$ cat config.mk
export PLATFORM = sky130hd
export DESIGN_NAME = coulomb_counter_soc_top_flat
export DESIGN_NICKNAME = d
export VERILOG_FILES = /design/src/sv/ccs_pkg.sv /design/src/sv/ccs_in_if.sv /design/src/sv/ccs_out_if.sv /design/src/sv/ccs_ctrl.sv /design/src/sv/ccs_dp.sv /design/src/sv/coulomb_counter_soc_top.sv /design/src/flat_wrapper.sv
export SDC_FILE = /design/constraint.sdc
export NUM_CORES = 2
export LEC_CHECK = 0
export ABC_AREA = 0
export BUFFER_PORTS_ARGS = -buffer_cell sky130_fd_sc_hd__buf_2
export CORE_MARGIN = 2
export CORE_UTILIZATION = 45
export CTS_BUF_LIST = sky130_fd_sc_hd__clkbuf_2 sky130_fd_sc_hd__clkbuf_4 sky130_fd_sc_hd__clkbuf_8
export DETAILED_ROUTE_END_ITERATION = 10
export HOLD_SLACK_MARGIN = 0.02
export PLACE_DENSITY = 0.69
export RECOVER_POWER = 100
export SKIP_CTS_REPAIR_TIMING = 1
export SKIP_LAST_GASP = 1
export SLEW_MARGIN = 20
export SYNTH_ARGS = -nofsm -noshare
export SYNTH_HDL_FRONTEND = slang
export SYNTH_SLANG_ARGS = --single-unit
$ cat constraint.sdc
create_clock -name clk -period 10.1 [get_ports clk]
set_input_delay 1.01 -clock clk [delete_from_list [all_inputs] [get_ports clk]]
set_output_delay 1.01 -clock clk [all_outputs]
set_load 0.03 [all_outputs]
$ cat src/sv/ccs_pkg.sv
// Shared constants, types and helper functions of the coulomb counter.
package ccs_pkg;

	localparam int ACC_WIDTH  = 48;
	localparam int OUT_W      = 48;
	localparam int CUR_W      = 32;
	localparam int ANCHOR_W   = 16;
	localparam int SOC_W      = 14;
	localparam int CAP_W      = 16;
	localparam int CFG_IDX_W  = 1;
	localparam int CFG_DATA_W = 16;

	localparam int UAS_PER_MAH = 3600 * 1000;
	localparam int DEN_W       = CAP_W + $clog2(UAS_PER_MAH);
	localparam int NUM_W       = ACC_WIDTH + SOC_W;
	localparam int CNT_W       = $clog2(NUM_W + 1);
	localparam int MAX_W       = (ACC_WIDTH > OUT_W) ? ACC_WIDTH : OUT_W;

	localparam logic [SOC_W-1:0] SOC_FULL    = SOC_W'(10000);
	localparam logic [CAP_W-1:0] CAP_RESET   = CAP_W'(2000);
	localparam logic [SOC_W-1:0] ANCHOR_INIT = SOC_W'(10000);

	localparam logic [CFG_IDX_W-1:0] CFG_CAPACITY = CFG_IDX_W'(0);
	localparam logic [CFG_IDX_W-1:0] CFG_INIT_SOC = CFG_IDX_W'(1);

	localparam logic OP_SAMPLE = 1'b0;
	localparam logic OP_ANCHOR = 1'b1;

	typedef struct packed {
		logic load;
		logic mul;
		logic div;
		logic store;
	} cmd_t;

	// Saturates the accumulator to the signed range of the charge output.
	function automatic logic [OUT_W-1:0] sat_out(input logic signed [ACC_WIDTH-1:0] a);
		logic signed [MAX_W-1:0] x;
		logic signed [MAX_W-1:0] hi;
		logic signed [MAX_W-1:0] lo;
		logic signed [MAX_W-1:0] r;
		x  = MAX_W'(a);
		hi = MAX_W'({1'b0, {(OUT_W-1){1'b1}}});
		lo = -hi - MAX_W'(1);
		if (x > hi) begin
			r = hi;
		end else if (x < lo) begin
			r = lo;
		end else begin
			r = x;
		end
		return r[OUT_W-1:0];
	endfunction

endpackage

$ cat src/sv/ccs_in_if.sv
// Input channel: one current sample or re-anchor word per handshake.
interface ccs_in_if;
	logic                                  valid;
	logic                                  ready;
	logic                                  op;
	logic signed [ccs_pkg::CUR_W-1:0]      current_ua;
	logic signed [ccs_pkg::ANCHOR_W-1:0]   soc_anchor;

	modport source (output valid, op, current_ua, soc_anchor, input ready);
	modport sink (input valid, op, current_ua, soc_anchor, output ready);
endinterface

$ cat src/sv/ccs_out_if.sv
// Output channel: one state-of-charge and charge word per handshake.
interface ccs_out_if;
	logic                               valid;
	logic                               ready;
	logic [ccs_pkg::SOC_W-1:0]          soc_level;
	logic signed [ccs_pkg::OUT_W-1:0]   charge_out_uas;

	modport source (output valid, soc_level, charge_out_uas, input ready);
	modport sink (input valid, soc_level, charge_out_uas, output ready);
endinterface

$ cat src/sv/ccs_ctrl.sv
// Controller state machine: handshakes, multiply, divide sequencing and output valid.
module ccs_ctrl (
	input  logic          clk,
	input  logic          arst_n,
	input  logic          in_valid,
	output logic          in_ready,
	output logic          out_valid,
	input  logic          out_ready,
	output ccs_pkg::cmd_t cmd
);

	localparam int ST_W = 2;
	localparam logic [ST_W-1:0] S_IDLE = 2'd0;
	localparam logic [ST_W-1:0] S_MUL  = 2'd1;
	localparam logic [ST_W-1:0] S_DIV  = 2'd2;
	localparam logic [ST_W-1:0] S_FIN  = 2'd3;

	logic [ST_W-1:0]           state_q;
	logic [ccs_pkg::CNT_W-1:0] cnt_q;
	logic                      out_valid_q;
	logic                      slot_free;

	assign in_ready  = (state_q == S_IDLE);
	assign out_valid = out_valid_q;
	assign slot_free = !out_valid_q || out_ready;

	always_comb begin
		cmd.load  = in_valid && (state_q == S_IDLE);
		cmd.mul   = (state_q == S_MUL);
		cmd.div   = (state_q == S_DIV);
		cmd.store = (state_q == S_FIN) && slot_free;
	end

	always_ff @(posedge clk or negedge arst_n) begin
		if (!arst_n) begin
			state_q     <= S_IDLE;
			cnt_q       <= '0;
			out_valid_q <= 1'b0;
		end else begin
			case (state_q)
				S_IDLE: begin
					if (in_valid) begin
						state_q <= S_MUL;
					end
				end
				S_MUL: begin
					cnt_q   <= ccs_pkg::CNT_W'(ccs_pkg::NUM_W - 1);
					state_q <= S_DIV;
				end
				S_DIV: begin
					if (cnt_q == '0) begin
						state_q <= S_FIN;
					end else begin
						cnt_q <= cnt_q - 1'b1;
					end
				end
				S_FIN: begin
					if (slot_free) begin
						state_q <= S_IDLE;
					end
				end
				default: begin
					state_q <= S_IDLE;
				end
			endcase
			if (cmd.store) begin
				out_valid_q <= 1'b1;
			end else if (out_ready) begin
				out_valid_q <= 1'b0;
			end
		end
	end

	a_load_to_mul: assert property (@(posedge clk) disable iff (!arst_n)
		cmd.load |=> state_q == S_MUL)
		else $error("accepted word did not start the multiply step");
	a_store_free: assert property (@(posedge clk) disable iff (!arst_n)
		cmd.store |-> (!out_valid_q || out_ready))
		else $error("result stored over a word not yet taken");
	a_store_valid: assert property (@(posedge clk) disable iff (!arst_n)
		cmd.store |=> out_valid_q)
		else $error("stored result not presented");
	a_div_end: assert property (@(posedge clk) disable iff (!arst_n)
		(state_q == S_DIV && cnt_q == '0) |=> state_q == S_FIN)
		else $error("divider did not finish after its last step");

endmodule

$ cat src/sv/ccs_dp.sv
// Datapath: configuration, saturating accumulator, anchor, restoring divider, result register.
module ccs_dp (
	input  logic                                 clk,
	input  logic                                 arst_n,
	input  ccs_pkg::cmd_t                        cmd,
	input  logic                                 op,
	input  logic signed [ccs_pkg::CUR_W-1:0]     current_ua,
	input  logic signed [ccs_pkg::ANCHOR_W-1:0]  soc_anchor,
	input  logic                                 cfg_we,
	input  logic [ccs_pkg::CFG_IDX_W-1:0]        cfg_idx,
	input  logic [ccs_pkg::CFG_DATA_W-1:0]       cfg_wdata,
	output logic [ccs_pkg::SOC_W-1:0]            soc_level,
	output logic signed [ccs_pkg::OUT_W-1:0]     charge_out_uas
);

	logic [ccs_pkg::CAP_W-1:0]             cap_q;
	logic signed [ccs_pkg::ACC_WIDTH-1:0]  acc_q;
	logic [ccs_pkg::SOC_W-1:0]             anchor_q;
	logic                                  neg_q;
	logic [ccs_pkg::NUM_W-1:0]             num_q;
	logic [ccs_pkg::DEN_W-1:0]             den_q;
	logic [ccs_pkg::DEN_W-1:0]             rem_q;
	logic [ccs_pkg::SOC_W-1:0]             soc_q;
	logic [ccs_pkg::OUT_W-1:0]             charge_q;

	logic signed [ccs_pkg::ACC_WIDTH:0]    sum;
	logic signed [ccs_pkg::ACC_WIDTH-1:0]  acc_next;
	logic [ccs_pkg::SOC_W-1:0]             anchor_next;
	logic [ccs_pkg::ACC_WIDTH-1:0]         mag;
	logic [ccs_pkg::CAP_W-1:0]             cap_eff;
	logic [ccs_pkg::DEN_W:0]               trial;
	logic [ccs_pkg::DEN_W:0]               diff;
	logic                                  ge;
	logic [ccs_pkg::SOC_W:0]               up_sum;
	logic [ccs_pkg::SOC_W-1:0]             soc_next;

	always_comb begin
		sum = (ccs_pkg::ACC_WIDTH+1)'(acc_q) + (ccs_pkg::ACC_WIDTH+1)'(current_ua);
		if (sum[ccs_pkg::ACC_WIDTH] != sum[ccs_pkg::ACC_WIDTH-1]) begin
			acc_next = sum[ccs_pkg::ACC_WIDTH] ?
				{1'b1, {(ccs_pkg::ACC_WIDTH-1){1'b0}}} :
				{1'b0, {(ccs_pkg::ACC_WIDTH-1){1'b1}}};
		end else begin
			acc_next = sum[ccs_pkg::ACC_WIDTH-1:0];
		end
		if (soc_anchor < 0) begin
			anchor_next = '0;
		end else if (soc_anchor > ccs_pkg::ANCHOR_W'(ccs_pkg::SOC_FULL)) begin
			anchor_next = ccs_pkg::SOC_FULL;
		end else begin
			anchor_next = soc_anchor[ccs_pkg::SOC_W-1:0];
		end
	end

	assign mag     = acc_q[ccs_pkg::ACC_WIDTH-1] ? -acc_q : acc_q;
	assign cap_eff = (cap_q == '0) ? ccs_pkg::CAP_W'(1) : cap_q;

	assign trial = {rem_q, num_q[ccs_pkg::NUM_W-1]};
	assign diff  = trial - {1'b0, den_q};
	assign ge    = (trial >= {1'b0, den_q});

	always_comb begin
		up_sum = {1'b0, anchor_q} + (ccs_pkg::SOC_W+1)'(num_q[ccs_pkg::SOC_W-1:0]);
		if (neg_q) begin
			if (num_q >= ccs_pkg::NUM_W'(ccs_pkg::SOC_FULL)) begin
				soc_next = ccs_pkg::SOC_FULL;
			end else if (up_sum > (ccs_pkg::SOC_W+1)'(ccs_pkg::SOC_FULL)) begin
				soc_next = ccs_pkg::SOC_FULL;
			end else begin
				soc_next = up_sum[ccs_pkg::SOC_W-1:0];
			end
		end else begin
			if (num_q >= ccs_pkg::NUM_W'(anchor_q)) begin
				soc_next = '0;
			end else begin
				soc_next = anchor_q - num_q[ccs_pkg::SOC_W-1:0];
			end
		end
	end

	// Writes to the initial SOC register index are ignored, so they leave no state.
	always_ff @(posedge clk or negedge arst_n) begin
		if (!arst_n) begin
			cap_q    <= ccs_pkg::CAP_RESET;
			acc_q    <= '0;
			anchor_q <= ccs_pkg::ANCHOR_INIT;
		end else begin
			if (cfg_we) begin
				case (cfg_idx)
					ccs_pkg::CFG_CAPACITY: cap_q <= cfg_wdata[ccs_pkg::CAP_W-1:0];
					default: ;
				endcase
			end
			if (cmd.load) begin
				if (op == ccs_pkg::OP_ANCHOR) begin
					anchor_q <= anchor_next;
					acc_q    <= '0;
				end else begin
					acc_q <= acc_next;
				end
			end
		end
	end

	always_ff @(posedge clk) begin
		if (cmd.mul) begin
			neg_q <= acc_q[ccs_pkg::ACC_WIDTH-1];
			num_q <= ccs_pkg::NUM_W'(mag) * ccs_pkg::NUM_W'(ccs_pkg::SOC_FULL);
			den_q <= ccs_pkg::DEN_W'(cap_eff) * ccs_pkg::DEN_W'(ccs_pkg::UAS_PER_MAH);
			rem_q <= '0;
		end else if (cmd.div) begin
			rem_q <= ge ? diff[ccs_pkg::DEN_W-1:0] : trial[ccs_pkg::DEN_W-1:0];
			num_q <= {num_q[ccs_pkg::NUM_W-2:0], ge};
		end
		if (cmd.store) begin
			soc_q    <= soc_next;
			charge_q <= ccs_pkg::sat_out(acc_q);
		end
	end

	assign soc_level      = soc_q;
	assign charge_out_uas = charge_q;

endmodule

$ cat src/sv/coulomb_counter_soc_top.sv
// Top level of the coulomb-counting state-of-charge estimator.
//
//   channel  | dir | words
//   sample   | in  | op, current_ua, soc_anchor
//   result   | out | soc_level, charge_out_uas
//   cfg      | in  | cfg_we, cfg_idx, cfg_wdata (capacity, initial SOC)
//
// Each word goes from acceptance to a valid result through one multiply, NUM_W restoring
// divide steps and one store, with the accumulate done at the accepting edge; the next
// word is taken once the controller has returned to idle after the store.
// Reset is asynchronous; the anchor loads 10000 and the accumulator clears, no sweep.
// A new word is accepted while the previous result waits in the output register; a
// finished result holds in the final step until that register is free.
module coulomb_counter_soc_top (
	input  logic                                clk,
	input  logic                                arst_n,
	ccs_in_if.sink                              sample,
	ccs_out_if.source                           result,
	input  logic                                cfg_we,
	input  logic [ccs_pkg::CFG_IDX_W-1:0]       cfg_idx,
	input  logic [ccs_pkg::CFG_DATA_W-1:0]      cfg_wdata
);

	ccs_pkg::cmd_t cmd;

	ccs_ctrl u_ctrl (
		.clk       (clk),
		.arst_n    (arst_n),
		.in_valid  (sample.valid),
		.in_ready  (sample.ready),
		.out_valid (result.valid),
		.out_ready (result.ready),
		.cmd       (cmd)
	);

	ccs_dp u_dp (
		.clk            (clk),
		.arst_n         (arst_n),
		.cmd            (cmd),
		.op             (sample.op),
		.current_ua     (sample.current_ua),
		.soc_anchor     (sample.soc_anchor),
		.cfg_we         (cfg_we),
		.cfg_idx        (cfg_idx),
		.cfg_wdata      (cfg_wdata),
		.soc_level      (result.soc_level),
		.charge_out_uas (result.charge_out_uas)
	);

endmodule
$ cat src/flat_wrapper.sv
// flat-port wrapper written by rule: the top's interface ports become plain ports
module coulomb_counter_soc_top_flat 
  (clk, arst_n, cfg_we, cfg_idx, cfg_wdata, sample_valid, sample_op, sample_current_ua, sample_soc_anchor, sample_ready, result_valid, result_soc_level, result_charge_out_uas, result_ready);
  ccs_in_if sample_i ();
  ccs_out_if result_i ();
  input  logic clk;
  input  logic arst_n;
  input  logic cfg_we;
  input  logic [ccs_pkg::CFG_IDX_W-1:0] cfg_idx;
  input  logic [ccs_pkg::CFG_DATA_W-1:0] cfg_wdata;
  input wire logic [$bits(sample_i.valid)-1:0] sample_valid;
  input wire logic [$bits(sample_i.op)-1:0] sample_op;
  input wire logic [$bits(sample_i.current_ua)-1:0] sample_current_ua;
  input wire logic [$bits(sample_i.soc_anchor)-1:0] sample_soc_anchor;
  output wire logic [$bits(sample_i.ready)-1:0] sample_ready;
  output wire logic [$bits(result_i.valid)-1:0] result_valid;
  output wire logic [$bits(result_i.soc_level)-1:0] result_soc_level;
  output wire logic [$bits(result_i.charge_out_uas)-1:0] result_charge_out_uas;
  input wire logic [$bits(result_i.ready)-1:0] result_ready;
  assign sample_i.valid = sample_valid;
  assign sample_i.op = sample_op;
  assign sample_i.current_ua = sample_current_ua;
  assign sample_i.soc_anchor = sample_soc_anchor;
  assign sample_ready = sample_i.ready;
  assign result_valid = result_i.valid;
  assign result_soc_level = result_i.soc_level;
  assign result_charge_out_uas = result_i.charge_out_uas;
  assign result_i.ready = result_ready;
  coulomb_counter_soc_top u_core (.clk(clk), .arst_n(arst_n), .sample(sample_i), .result(result_i), .cfg_we(cfg_we), .cfg_idx(cfg_idx), .cfg_wdata(cfg_wdata));
endmodule
==> impl_metrics.toml <==
[global_routing]
grt_pass1_vias = 24430
globalRouteTotalUtil_pct = 19.86
grt_max_degree = 98
grt_overflow_total = 0
grt_pass1_wl_mm = 122.9
antenna_found_initial = 1

[outcome]
failed_checks = "capacitance limit, slew limit"
status = "complete, but fails checks"

[synthesis]
synth_top_cell_by_area = "ha_1"
avgSynthCellArea_um2 = 8.874
yosysSeqAreaShare_pct = 23.48
yosys_warnings = 0
synth_flop_cell = "edfxtp_1"
synth_nets = 4383
ys_types = 84
synth_area_leaders = "ha_1, edfxtp_1, fa_1, inv_1, dfrtp_1"
ys_top_cells_by_count = "inv_1, ha_1, nand2_1"
synth_cells = 3646
syn-cell-area_um2 = 32350
synth_edf_count = 152
synth_top_area_share_pct = 17.40
async_flop_share_pct = 30.96
synth-seq-cells = 281
synth_most_common_cell = "inv_1"

[setup_path]
r2r-end = "u_core.u_dp.num_q[60]"
setup.worst_path.start_class = "flip-flop"
required_ns = 10.35
critPathArrivalTime_ns = 8.85
crit_path_end = "u_core.u_dp.num_q[60]"
critical_path_class = "flip-flop to flip-flop"
timing.rr.start = "u_core.u_dp.acc_q[47]"
r2r_setup_slack_ns = 1.50
cp-end-kind = "flip-flop"
crit_fanout = 30
reg2reg_depth = 23
startpoint = "u_core.u_dp.acc_q[47]"

[floorplan]
die-area_um2 = 74060
rows = 98
chipWidth_um = 272.1
io_pins = 135
start_util_pct = 45.34
core_um2 = 71360
die_y_um = 272.1

[sta]
tightestPinTransition_ns = 3.812
finalSetupViolCount = 0
period_share_pct = 85.10
final-hold-violation-count = 0
finalSetupTns_ns = 0
relSlewSlack_pct = -154.1
fin_skew_ns = 0.02789
rsz0062_at_grt = "no"
min_period_ns = 8.595
clock.fmax_mhz = 116.3
drv_slew = 621

[hold_path]
worstHoldStart = "u_core.u_dp.rem_q[35]"
hp-class = "flip-flop to flip-flop"

[routing]
wl_mm = 73.71
vias = 25080
wl_per_cell_um = 15.79
drc_errors = 0
firstDrtPassIters = 5
final_antenna_net_count = 0
viasPerCell = 5.372
drt-initial-drc-count = 1650

[placed_design]
io_buffers = 134
place_hpwl_mm = 58.99
place_congestion = 0.9134

[clock_network]
clk_latency_ns = 0.66
numCtsBuffers = 54
clock-root-buffer = "clkbuf_8"
ctsHtreeMaxLevel = 2
cts_tree = "yes"
clk_pin_slew_ns = 0.06
cts.path.max_buffers = 3
clock_sinks = 281

[final_layout]
fin_nets = 4412
synthToLayoutAreaGrowth_pct = 7.433
drive_above_1_share_pct = 5.863

[job]
drv_cap = 11
registers in the layout (all words and copies together) (netlist names), 6 cells and up:
register,flops
u_core.u_dp.acc_q,48
u_core.u_dp.soc_level,14
u_core.u_dp.charge_out_uas,48
u_core.u_dp.rem_q,38
u_core.u_ctrl.cnt_q,6
u_core.u_dp.num_q,62
u_core.u_dp.cap_q,16
u_core.u_dp.den_q,31
u_core.u_dp.anchor_q,14
cells by family after synthesis:
group                    count (synthesis)  synth area share (%)
XOR/XNOR                               258                 6.984
multiplexers                            37                 1.156
AND/OR/NAND/NOR                        848                 12.17
adder cells (fa/ha/maj)                666                 30.77
AO/OA/AOI/OAI                          857                 17.32
buffers and inverters                  699                 8.133
flip-flops                             281                 23.48
cell usage in the layout (no fill, tap or decap), types with 24 or more instances in the layout:
master	n
a211oi_1	55
a21o_1	130
a21oi_1	179
buf_2	68
clkbuf_1	74
clkbuf_8	59
dfrtp_1	76
dfxtp_1	42
edfxtp_1	152
fa_1	216
ha_1	450
inv_1	521
mux2i_1	34
nand2_1	321
nand3_1	49
nand4_1	32
nor2_1	230
nor2b_1	24
nor3_1	36
o21ai_0	232
o21bai_1	33
o31ai_1	36
or3_1	27
xnor2_1	162
xor2_1	95
critical path, stage by stage (launching register included):
cell      delay [ns]
dfrtp_1         0.95
clkbuf_1        1.01
o21ai_0         0.28
xnor2_1         0.44
inv_1           0.19
fa_1            0.57
inv_1           0.05
ha_1            0.30
fa_1            0.48
ha_1            0.29
inv_1           0.05
fa_1            0.49
inv_1           0.04
ha_1            0.38
a21oi_1         0.22
a21boi_0        0.12
o31ai_1         0.29
a31oi_1         0.30
o21ai_0         0.30
o21ai_0         0.25
a311oi_1        0.67
o21ai_0         0.24
xnor2_1         0.17
mux2i_1         0.09
through the flow:
step | worst slack [ns] | hold WS [ns] | cells | util, % | area (um2)
after global placement | 1.965 | 0.4737 | 4569 | 47.24 | 33710
after floorplan | 2.415 | 0.4604 | 3646 | - | 32350
after detailed placement | 1.867 | 0.4890 | 4569 | 47.24 | 33710
final | 1.505 | 0.4928 | 4669 | 48.71 | 34760
after CTS | 1.844 | 0.2544 | 4668 | 48.95 | 34930
after global routing | 0.7899 | 0.5176 | 4669 | 48.71 | 34760
worst min path at each step:
stage | to | cells past startpoint
5_1_grt | u_core.u_dp.rem_q[36] | 2
3_5_place_dp | u_core.u_dp.anchor_q[8] | 2
3_3_place_gp | u_core.u_dp.anchor_q[13] | 2
2_1_floorplan | u_core.u_dp.anchor_q[13] | 2
6_report | u_core.u_dp.rem_q[36] | 2
4_1_cts | u_core.u_dp.acc_q[8] | 1
area by class of cell:
| type | count | area, um2 |
|---|---|---|
| clock buffer | 76 | 939.7 |
| tap | 950 | 1189 |
| clock inverter | 23 | 280.3 |
| inverter | 524 | 1967 |
| antenna | 1 | 2.502 |
| sequential | 281 | 7596 |
| fill | 6850 | 36600 |
| multi-input combinational | 2666 | 22120 |
| timing repair buffer | 148 | 663.1 |
metal layers:
layer / track usage (%) / share of wire, % / up-vias
li1: - / - / 12540
met3: 2.372 / 4.0 / 96
met5: 0 / 0 / -
met4: 4.844 / 2.1 / 0
met2: 32.96 / 46 / 461
met1: 27.61 / 47 / 11980
Power is left out: the tool's default activity adds up to more than one toggle a clock period on the data nets, which glitch-free logic cannot reach.
